**config.mk**
```make
export PLATFORM = sky130hd
export DESIGN_NAME = sdtq_cell
export DESIGN_NICKNAME = d
export VERILOG_FILES = /design/src/design/sdtq_pkg.sv /design/src/design/sdtq_cell.sv
export SDC_FILE = /design/constraint.sdc
export NUM_CORES = 1
export LEC_CHECK = 0
export BUFFER_PORTS_ARGS = -buffer_cell sky130_fd_sc_hd__buf_2
export CORE_MARGIN = 2
export CORE_UTILIZATION = 45
export DETAILED_ROUTE_END_ITERATION = 6
export HOLD_SLACK_MARGIN = 0.08
export MAX_ROUTING_LAYER = met4
export PLACE_DENSITY = 0.92
export SLEW_MARGIN = 15
export SYNTH_ARGS = -nofsm -noshare
export SYNTH_HDL_FRONTEND = slang
export SYNTH_SLANG_ARGS = --single-unit
```
**constraint.sdc**
```tcl
create_clock -name clk -period 4.41 [get_ports clk]
set_clock_uncertainty 0.05 [all_clocks]
set_input_delay 1.1025 -clock clk [delete_from_list [all_inputs] [get_ports clk]]
set_output_delay 1.1025 -clock clk [all_outputs]
set_load 0.005 [all_outputs]
```
**src/design/sdtq_pkg.sv**
```systemverilog
// ----------------------------------------------------------------------------
// sdtq_pkg
// Shared types, widths and command codes for the sorted delay timer queue.
// ----------------------------------------------------------------------------
package sdtq_pkg;

	localparam int QUEUE_DEPTH = 64;
	localparam int CNT_W       = $clog2(QUEUE_DEPTH + 1);
	localparam int CMD_W       = 2;
	localparam int TASK_W      = 7;
	localparam int TIME_W      = 32;

	localparam logic [CMD_W-1:0] CMD_TICK     = 2'd0;
	localparam logic [CMD_W-1:0] CMD_DELAY    = 2'd1;
	localparam logic [CMD_W-1:0] CMD_UNTIL    = 2'd2;
	localparam logic [CMD_W-1:0] CMD_GET_TIME = 2'd3;

	typedef struct packed {
		logic [TASK_W-1:0] task_id;
		logic [TIME_W-1:0] deadline;
	} entry_t;

	// per-cycle instruction broadcast to every cell of the chain
	typedef struct packed {
		logic   insert;
		logic   shift;
		entry_t new_entry;
	} cell_ctl_t;

	// signed a <= b on raw 32-bit words
	function automatic logic le_signed(input logic [TIME_W-1:0] a,
		input logic [TIME_W-1:0] b);
		return $signed(a) <= $signed(b);
	endfunction

endpackage

```
**src/design/sdtq_cell.sv**
```systemverilog
// ----------------------------------------------------------------------------
// sdtq_cell
// One slot of the sorted chain: holds an entry, opens a gap on insert and
// moves towards the head when the head is released.
// ----------------------------------------------------------------------------
module sdtq_cell (
	input  logic               clk,
	input  sdtq_pkg::cell_ctl_t ctl,
	input  logic               valid,
	input  sdtq_pkg::entry_t   prev_entry,
	input  logic               prev_take,
	input  sdtq_pkg::entry_t   next_entry,
	output sdtq_pkg::entry_t   entry,
	output logic               take
);
	import sdtq_pkg::*;

	entry_t entry_q;

	// new item goes at or before this slot: empty, or not later than ours
	assign take  = !valid || le_signed(ctl.new_entry.deadline, entry_q.deadline);
	assign entry = entry_q;

	always_ff @(posedge clk) begin
		if (ctl.insert) begin
			if (prev_take) begin
				entry_q <= prev_entry;
			end else if (take) begin
				entry_q <= ctl.new_entry;
			end
		end else if (ctl.shift) begin
			entry_q <= next_entry;
		end
	end

endmodule

```
==> metrics.cfg, run 1 <==
[route]
vias=2681
drc_errors=0
vias_per_cell=5.10
wl_um=7390
drt_first_pass_iters=4
antenna_left=0
avgRoutedWirePerCell_um=14.0
drtIter0Drc=83

[placement]
place_worst_setup_slack_ns=0.322
dp_hpwl_um=6030
gp_congestion=0.871
port_buffers=161
place_area_mm2=0.00373

[pwr]
irDropWorstVdd_mv=0.153
p_leak_nw=1.98
p_total_mw=1.01
p_per_area_mw_per_mm2=264

[timing]
fmaxAchievable_ghz=0.245
maxSlewViolCount=0
final_hold_viol_count=0
tightest_slew_ns=0.556
setup_viol=0
fin_crit_ns=4.08
fin_ws_ns=0.326
relSlewSlack_pct=62.9
post-route-period-util_pct=92.6
rsz0062_at_grt=no
tns_ns=0

[logic_synthesis]
synth_seq_cells=39
synthFlopType=edfxtp_1
synth.most_common_cell=a21oi_1
yosysTopAreaCell=edfxtp_1
syn_inst=293
synth_top_family_by_area=adder cells
synth_area_leaders=edfxtp_1 41%, ha_1 14%, mux2i_1 14%
synth-edff-count=39
netlist_area_mm2=0.00285
seq_area_frac_synth_pct=41.1
yosys_warnings=0
synth_compound_area_share_pct=13.7
synth_common_cells=52 x a21oi_1, 43 x nor2_1, 39 x edfxtp_1, 39 x mux2i_1, 33 x inv_1
avgSynthCellArea_um2=9.73
synth_top_area_share_pct=41.1
yosys.area_share.xor_xnor_pct=0
synth_nets=447
yosysUniqueCellTypes=32
synth_adder_area_share_pct=14.0
synth-simple-area-share_pct=11.2
postSynth.asyncResetShare_pct=0
synthMuxAreaShare_pct=13.7

[grt]
met3_usage_pct=3.56
grt_use_met1_pct=25.1
busiest_layer=met2
antenna_found_initial=0
grt_usage_pct=22.0
grt.met2_usage_pct=40.1
grt_pass1_vias=2731
grt_pass1_wl_um=12200
overflow=0
grt_max_degree=61

[finish]
largest_reg_flops=39
syn_to_final_growth_pct=33.8
fillers=518
drive_above_1_share_pct=38.8
finalInstanceArea_mm2=0.00381
nets=604
n_antenna_cell=0

[floorplan]
rows=28
ios=162
fp.dieW_um=83.6
initial_core_util_pct=47.3
die-area_mm2=0.00699
die_y_um=83.6
core_area_mm2=0.00603

[cts]
insertion_delay_ns=0.28
clockBufferDepth=2
cts_made_buffers=5
clock-sinks=39
path_clk_slew_ns=0.07
ctsResizeCount=0
cts_setup_buffers=0
cts_hold_buffers=0
htree_levels=2
cts_tree=built
cts_root_buffer=clkbuf_8

[setup_path]
cp-start-kind=input pin
path_class=input pin to output pin
cp.arrival_ns=2.93
required_ns=3.26
path_max_fanout=3
endpoint_kind=output pin

[outcome]
status=complete, no violations

[flow_run]
max_cap_viol_count=0

[min_path]
hold_class=input pin to flop

-- worst paths after layout --
path	slack (ns)	end	depth (start not counted)	from
setup reg to reg	1.51	entry[28]$_DFFE_PP_	9	entry[31]$_DFFE_PP_
hold / removal	1.09	entry[38]$_DFFE_PP_	3	next_entry[38]
setup / recovery	0.33	take	9	ctl[14]
hold reg to reg	1.22	entry[33]$_DFFE_PP_	6	entry[15]$_DFFE_PP_
-- report_power, final --
part | internal (mW) | leakage [nW] | switching (mW)
Clock | 0.108 | 0.0403 | 0.120
Sequential | 0.459 | 0.386 | 0.0172
Combinational | 0.147 | 1.55 | 0.156
Total | 0.714 | 1.98 | 0.294
-- per-stage QoR --
step	instances	util (%)	hold slack, ns
after CTS	526	63.3	1.08
after detailed placement	518	61.9	1.21
after floorplan	293	-	1.28
after global placement	518	61.9	1.19
after global routing	526	63.3	1.09
final	526	63.3	1.09
-- cells in the final DEF, fill, tap and decap left out, types with 2 or more instances in the layout --
cell type  synthesis  layout
buf_4              0       2
nand4_1            6       6
o21ai_0            3       3
inv_1             33      33
ha_1              32      32
clkbuf_8           0       5
mux2i_1           39      39
nand4_2            2       2
a21oi_1           52      52
o211ai_1           2       2
clkinv_1           0       2
edfxtp_1          39      39
nor3_1             2       2
nor2_1            43      43
buf_2              4     161
nand3_1            3       3
nand2_1            7       7
-- metal layers --
| layer | vias to the layer above | share of wire, % |
|---|---|---|
| met1 | 1203 | 41 |
| met2 | 96 | 53 |
| met4 | 0 | 1.5 |
| met3 | 10 | 5.3 |
| li1 | 1372 | - |
| met5 | - | 0 |
-- final cells by class --
type / instances / area, um2 / area share (%)
repair buffers: 164 / 841 / 22.1
inverters: 33 / 124 / 3.25
clock inverters: 2 / 7.51 / 0.197
well taps: 75 / 93.8 / 2.46
multi-input cells: 207 / 1500 / 39.4
clock buffers: 6 / 72.6 / 1.90
flip-flops and latches: 39 / 1170 / 30.7
-- critical path, cell delays in order --
cell and delay (ns):
buf_2 0.11, ha_1 0.32, a21oi_1 0.16, nand2_1 0.07, a221o_1 0.34, o31a_2 0.38
o21a_1 0.18, o21ai_1 0.13, buf_2 0.13
-- cell families after synthesis --
group / count (synthesis)
flip-flops: 39
adder cells (fa/ha/maj): 32
AND/OR/NAND/NOR: 68
AO/OA/AOI/OAI: 68
buffers and inverters: 47
multiplexers: 39
Note: power is estimated with default switching activity, not from simulation.
==> inputs of run 2 (changes only) <==
--- a/config.mk
+++ b/config.mk
@@ -7,11 +7,11 @@
 export LEC_CHECK = 0
 export BUFFER_PORTS_ARGS = -buffer_cell sky130_fd_sc_hd__buf_2
 export CORE_MARGIN = 2
-export CORE_UTILIZATION = 45
+export CORE_UTILIZATION = 35
 export DETAILED_ROUTE_END_ITERATION = 6
 export HOLD_SLACK_MARGIN = 0.08
 export MAX_ROUTING_LAYER = met4
-export PLACE_DENSITY = 0.92
+export PLACE_DENSITY = 0.76
 export SLEW_MARGIN = 15
 export SYNTH_ARGS = -nofsm -noshare
 export SYNTH_HDL_FRONTEND = slang
==> metrics.cfg, run 2 (synthesis results as in run 1) <==
[outcome]
status=complete, no violations

[min_path]
holdCritStartpoint=next_entry[25]
hold_class=input pin to flop
hold_depth=3
hold_end=entry[25]$_DFFE_PP_

[finish]
final_cell_mix=161 x buf_2, 52 x a21oi_1, 43 x nor2_1, 39 x mux2i_1, 39 x edfxtp_1
post-route-util_pct=49.1
drive_above_1_share_pct=39.1
finalInstanceArea_mm2=0.00383
largest_reg_flops=39
n_antenna_cell=0
final_common_cell=buf_2
nets=605
syn_to_final_growth_pct=34.5

[grt]
met3_usage_pct=3.37
grt_pass1_wl_um=11200
grt_usage_pct=16.5
grt.met2_usage_pct=29.8
grt_use_met1_pct=18.7
grt_max_degree=63
grt_pass1_vias=2521
antenna_found_initial=0
busiest_layer=met2
overflow=0

[cts]
path_clk_slew_ns=0.07
cts_hold_buffers=0
cts_root_buffer=clkbuf_8
ctsResizeCount=0
insertion_delay_ns=0.28
cts_made_buffers=5
cts_tree=built
clock-sinks=39
cts_setup_buffers=0
clockBufferDepth=2
htree_levels=2

[setup_path]
cp-start-kind=input pin
path_buf_inv=2
path_class=input pin to output pin
critical_path.top_delay_family=compound AO/OA/AOI/OAI gates
max_stage_delay_ns=0.39
crit_chain=buf_2 -> ha_1 -> a21oi_1 -> nand2_1 -> a221o_1 -> o31a_2 -> o21a_1 -> o21ai_1 -> buf_2
timing.rr.start=entry[31]$_DFFE_PP_
path_max_fanout=3
cp_slowest_cell=o31a_2
required_ns=3.26
endpoint_kind=output pin
worst-path-stages=9
ff2ff_path_depth=9
r2r_end=entry[30]$_DFFE_PP_
cp.arrival_ns=2.96
r2r_setup_slack_ns=1.48
path_common_cell=buf_2

[timing]
hold_ws_ns=1.08
fin_crit_ns=4.11
rsz0062_at_grt=no
maxSlewViolCount=0
fmaxAchievable_ghz=0.243
tns_ns=0
post-route-period-util_pct=93.3
final_hold_viol_count=0
relSlewSlack_pct=59.4
setup_viol=0
tightest_slew_ns=0.609

[flow_run]
max_cap_viol_count=0

[route]
antenna_left=0
drt_first_pass_iters=4
vias_per_cell=4.85
drtIter0Drc=57
vias=2678
drc_errors=0
wl_um=7400
avgRoutedWirePerCell_um=13.4

[placement]
place_area_mm2=0.00376
dp_hpwl_um=5990
gp_congestion=0.748
port_buffers=161

[floorplan]
rows=32
die_y_um=94.2
fp.dieW_um=94.2
core_area_mm2=0.00781
die-area_mm2=0.00888
ios=162
initial_core_util_pct=36.5

[pwr]
p_leak_nw=1.98
irDropWorstVdd_mv=0.114
p_total_uw=996
p_per_area_mw_per_mm2=260

-- run 2: cell count changes in the layout (fill, tap and decap cells not counted) --
| cell | before | now |
|---|---|---|
| buf_12 | 1 | 0 |
| buf_4 | 2 | 4 |
| clkinv_1 | 2 | 0 |
-- run 2: metrics by stage --
step                cells  worst slack (ns)
global placement      546             0.357
global route          552             0.199
floorplan             293             0.423
detailed placement    546             0.294
finish                552             0.295
CTS                   552             0.284
-- run 2: area by class of cell --
type | instances | area (um2)
Fill cell | 770 | 3970
Multi-Input combinational cell | 207 | 1500
Sequential cell | 39 | 1170
Timing Repair Buffer | 165 | 836
Tap cell | 102 | 128
Inverter | 33 | 124
Clock buffer | 6 | 72.6
-- run 2: tightest hold or removal path, cell delays in order --
cell	delay, ns
buf_2	0.07
nor2_1	0.03
a21oi_1	0.09
-- run 2: worst max-delay path by stage --
stage                               to     from
floorplan           entry[0]$_DFFE_PP_  ctl[14]
global placement                  take  ctl[14]
detailed placement                take  ctl[14]
CTS                               take  ctl[14]
global route                      take  ctl[14]
finish                            take  ctl[14]
-- run 2: report_power, final --
| part | switching, mW | internal, mW | leakage, nW | total (mW) |
|---|---|---|---|---|
| sequential | 0.0160 | 0.459 | 0.386 | 0.475 |
| clock | 0.115 | 0.106 | 0.0371 | 0.221 |
| combinational | 0.155 | 0.145 | 1.55 | 0.300 |
| total | 0.286 | 0.709 | 1.98 | 0.996 |
-- run 2: per-layer routing --
metal / vias up / wire, um
met1: 1204 / 3100
li1: 1375 / -
met4: 0 / 64
met3: 4 / 461
met5: - / 0
met2: 95 / 3770
==> inputs of run 3 (changes only) <==
--- a/config.mk
+++ b/config.mk
@@ -12,6 +12,7 @@
 export HOLD_SLACK_MARGIN = 0.08
 export MAX_ROUTING_LAYER = met4
 export PLACE_DENSITY = 0.76
+export RECOVER_POWER = 50
 export SLEW_MARGIN = 15
 export SYNTH_ARGS = -nofsm -noshare
 export SYNTH_HDL_FRONTEND = slang
==> metrics.cfg, run 3 (synthesis results as in run 1) <==
[floorplan]
die-area_mm2=0.00888
rows=32
core_area_mm2=0.00781
initial_core_util_pct=36.5
die_y_um=94.2
ios=162
fp.dieW_um=94.2

[cts]
ctsResizeCount=0
insertion_delay_ns=0.28
cts_tree=built
cts_made_buffers=5
htree_levels=2
cts_setup_buffers=0
clock-sinks=39
path_clk_slew_ns=0.07
clockBufferDepth=2
cts_root_buffer=clkbuf_8
cts_hold_buffers=0

[outcome]
status=finished, violations left
violations=capacitance limit, slew limit

[setup_path]
required_ns=3.26
path_class=input pin to output pin
cp-start-kind=input pin
cp.arrival_ns=2.95
endpoint_kind=output pin
path_max_fanout=3

[min_path]
hold_class=input pin to flop

[finish]
largest_reg_flops=39
nets=605
fillers=778
final_common_cell=buf_2
syn_to_final_growth_pct=33.1
drive_above_1_share_pct=33.1
n_antenna_cell=0
post-route-util_pct=48.6
final_cell_mix=136 x buf_2, 52 x a21oi_1, 43 x nor2_1, 39 x mux2i_1, 39 x edfxtp_1

[placement]
port_buffers=161
gp_congestion=0.748
dp_hpwl_um=5990

[route]
drt_first_pass_iters=4
vias=2671
vias_per_cell=4.84
antenna_left=0
drc_errors=0
wl_um=7410
avgRoutedWirePerCell_um=13.4
drtIter0Drc=50

[timing]
final_hold_viol_count=0
rsz0062_at_grt=no
maxSlewViolCount=94
fmaxAchievable_ghz=0.244
post-route-period-util_pct=93.0
setup_viol=0
fin_crit_ns=4.10
tns_ns=0
tightest_slew_ns=2.51
relSlewSlack_pct=-67.2

[pwr]
irDropWorstVdd_mv=0.114
p_per_area_mw_per_mm2=262
p_leak_nw=1.90

[grt]
antenna_found_initial=0
grt_pass1_wl_um=11200
grt_max_degree=63
overflow=0
grt_pass1_vias=2521
grt_usage_pct=16.5

[flow_run]
max_cap_viol_count=2

[run 3: power breakdown]
group	switching, mW	total [mW]	internal [mW]
combinational	0.155	0.297	0.141
clock	0.115	0.221	0.105
sequential	0.0167	0.476	0.459
[run 3: path summary, 6_finish.rpt]
check | end | slack [ns] | from | cells after the start
max | take | 0.31 | ctl[14] | 9
min | entry[25]$_DFFE_PP_ | 1.08 | next_entry[25] | 3
max reg2reg | entry[13]$_DFFE_PP_ | 1.50 | entry[31]$_DFFE_PP_ | 9
min reg2reg | entry[36]$_DFFE_PP_ | 1.38 | entry[31]$_DFFE_PP_ | 7
[run 3: per-stage QoR]
stage                     setup slack (ns)  total power, mW  std cells  hold slack, ns  cell area [um2]
after CTS                            0.284             1.02        552            1.07             3830
after floorplan                      0.423            0.649        293            1.28             2850
after detailed placement             0.294            0.788        546            1.38             3760
final                                0.307            0.993        552            1.08             3790
after global placement               0.357            0.778        546            1.37             3760
after global routing                 0.106             1.07        552            1.08             3790
[run 3: cell type report]
cell class	count	area (um2)	area share, %
clock buffers	6	72.6	1.91
inverters	33	124	3.26
multi-input cells	207	1500	39.6
flip-flops and latches	39	1170	30.9
well taps	102	128	3.36
repair buffers	165	797	21.0
[run 3: layer usage]
layer,track usage (%),wire length (um),vias up
li1,-,-,1375
met1,18.7,3090,1195
met2,29.8,3780,97
met3,3.37,472,4
met4,4.11,64,0
met5,-,0,-
[run 3: critical path, stage by stage]
cell and delay [ns]:
buf_2 0.11, ha_1 0.32, a21oi_1 0.16, nand2_1 0.07, a221o_1 0.34, o31a_2 0.39
o21a_1 0.18, o21ai_1 0.13, buf_2 0.14
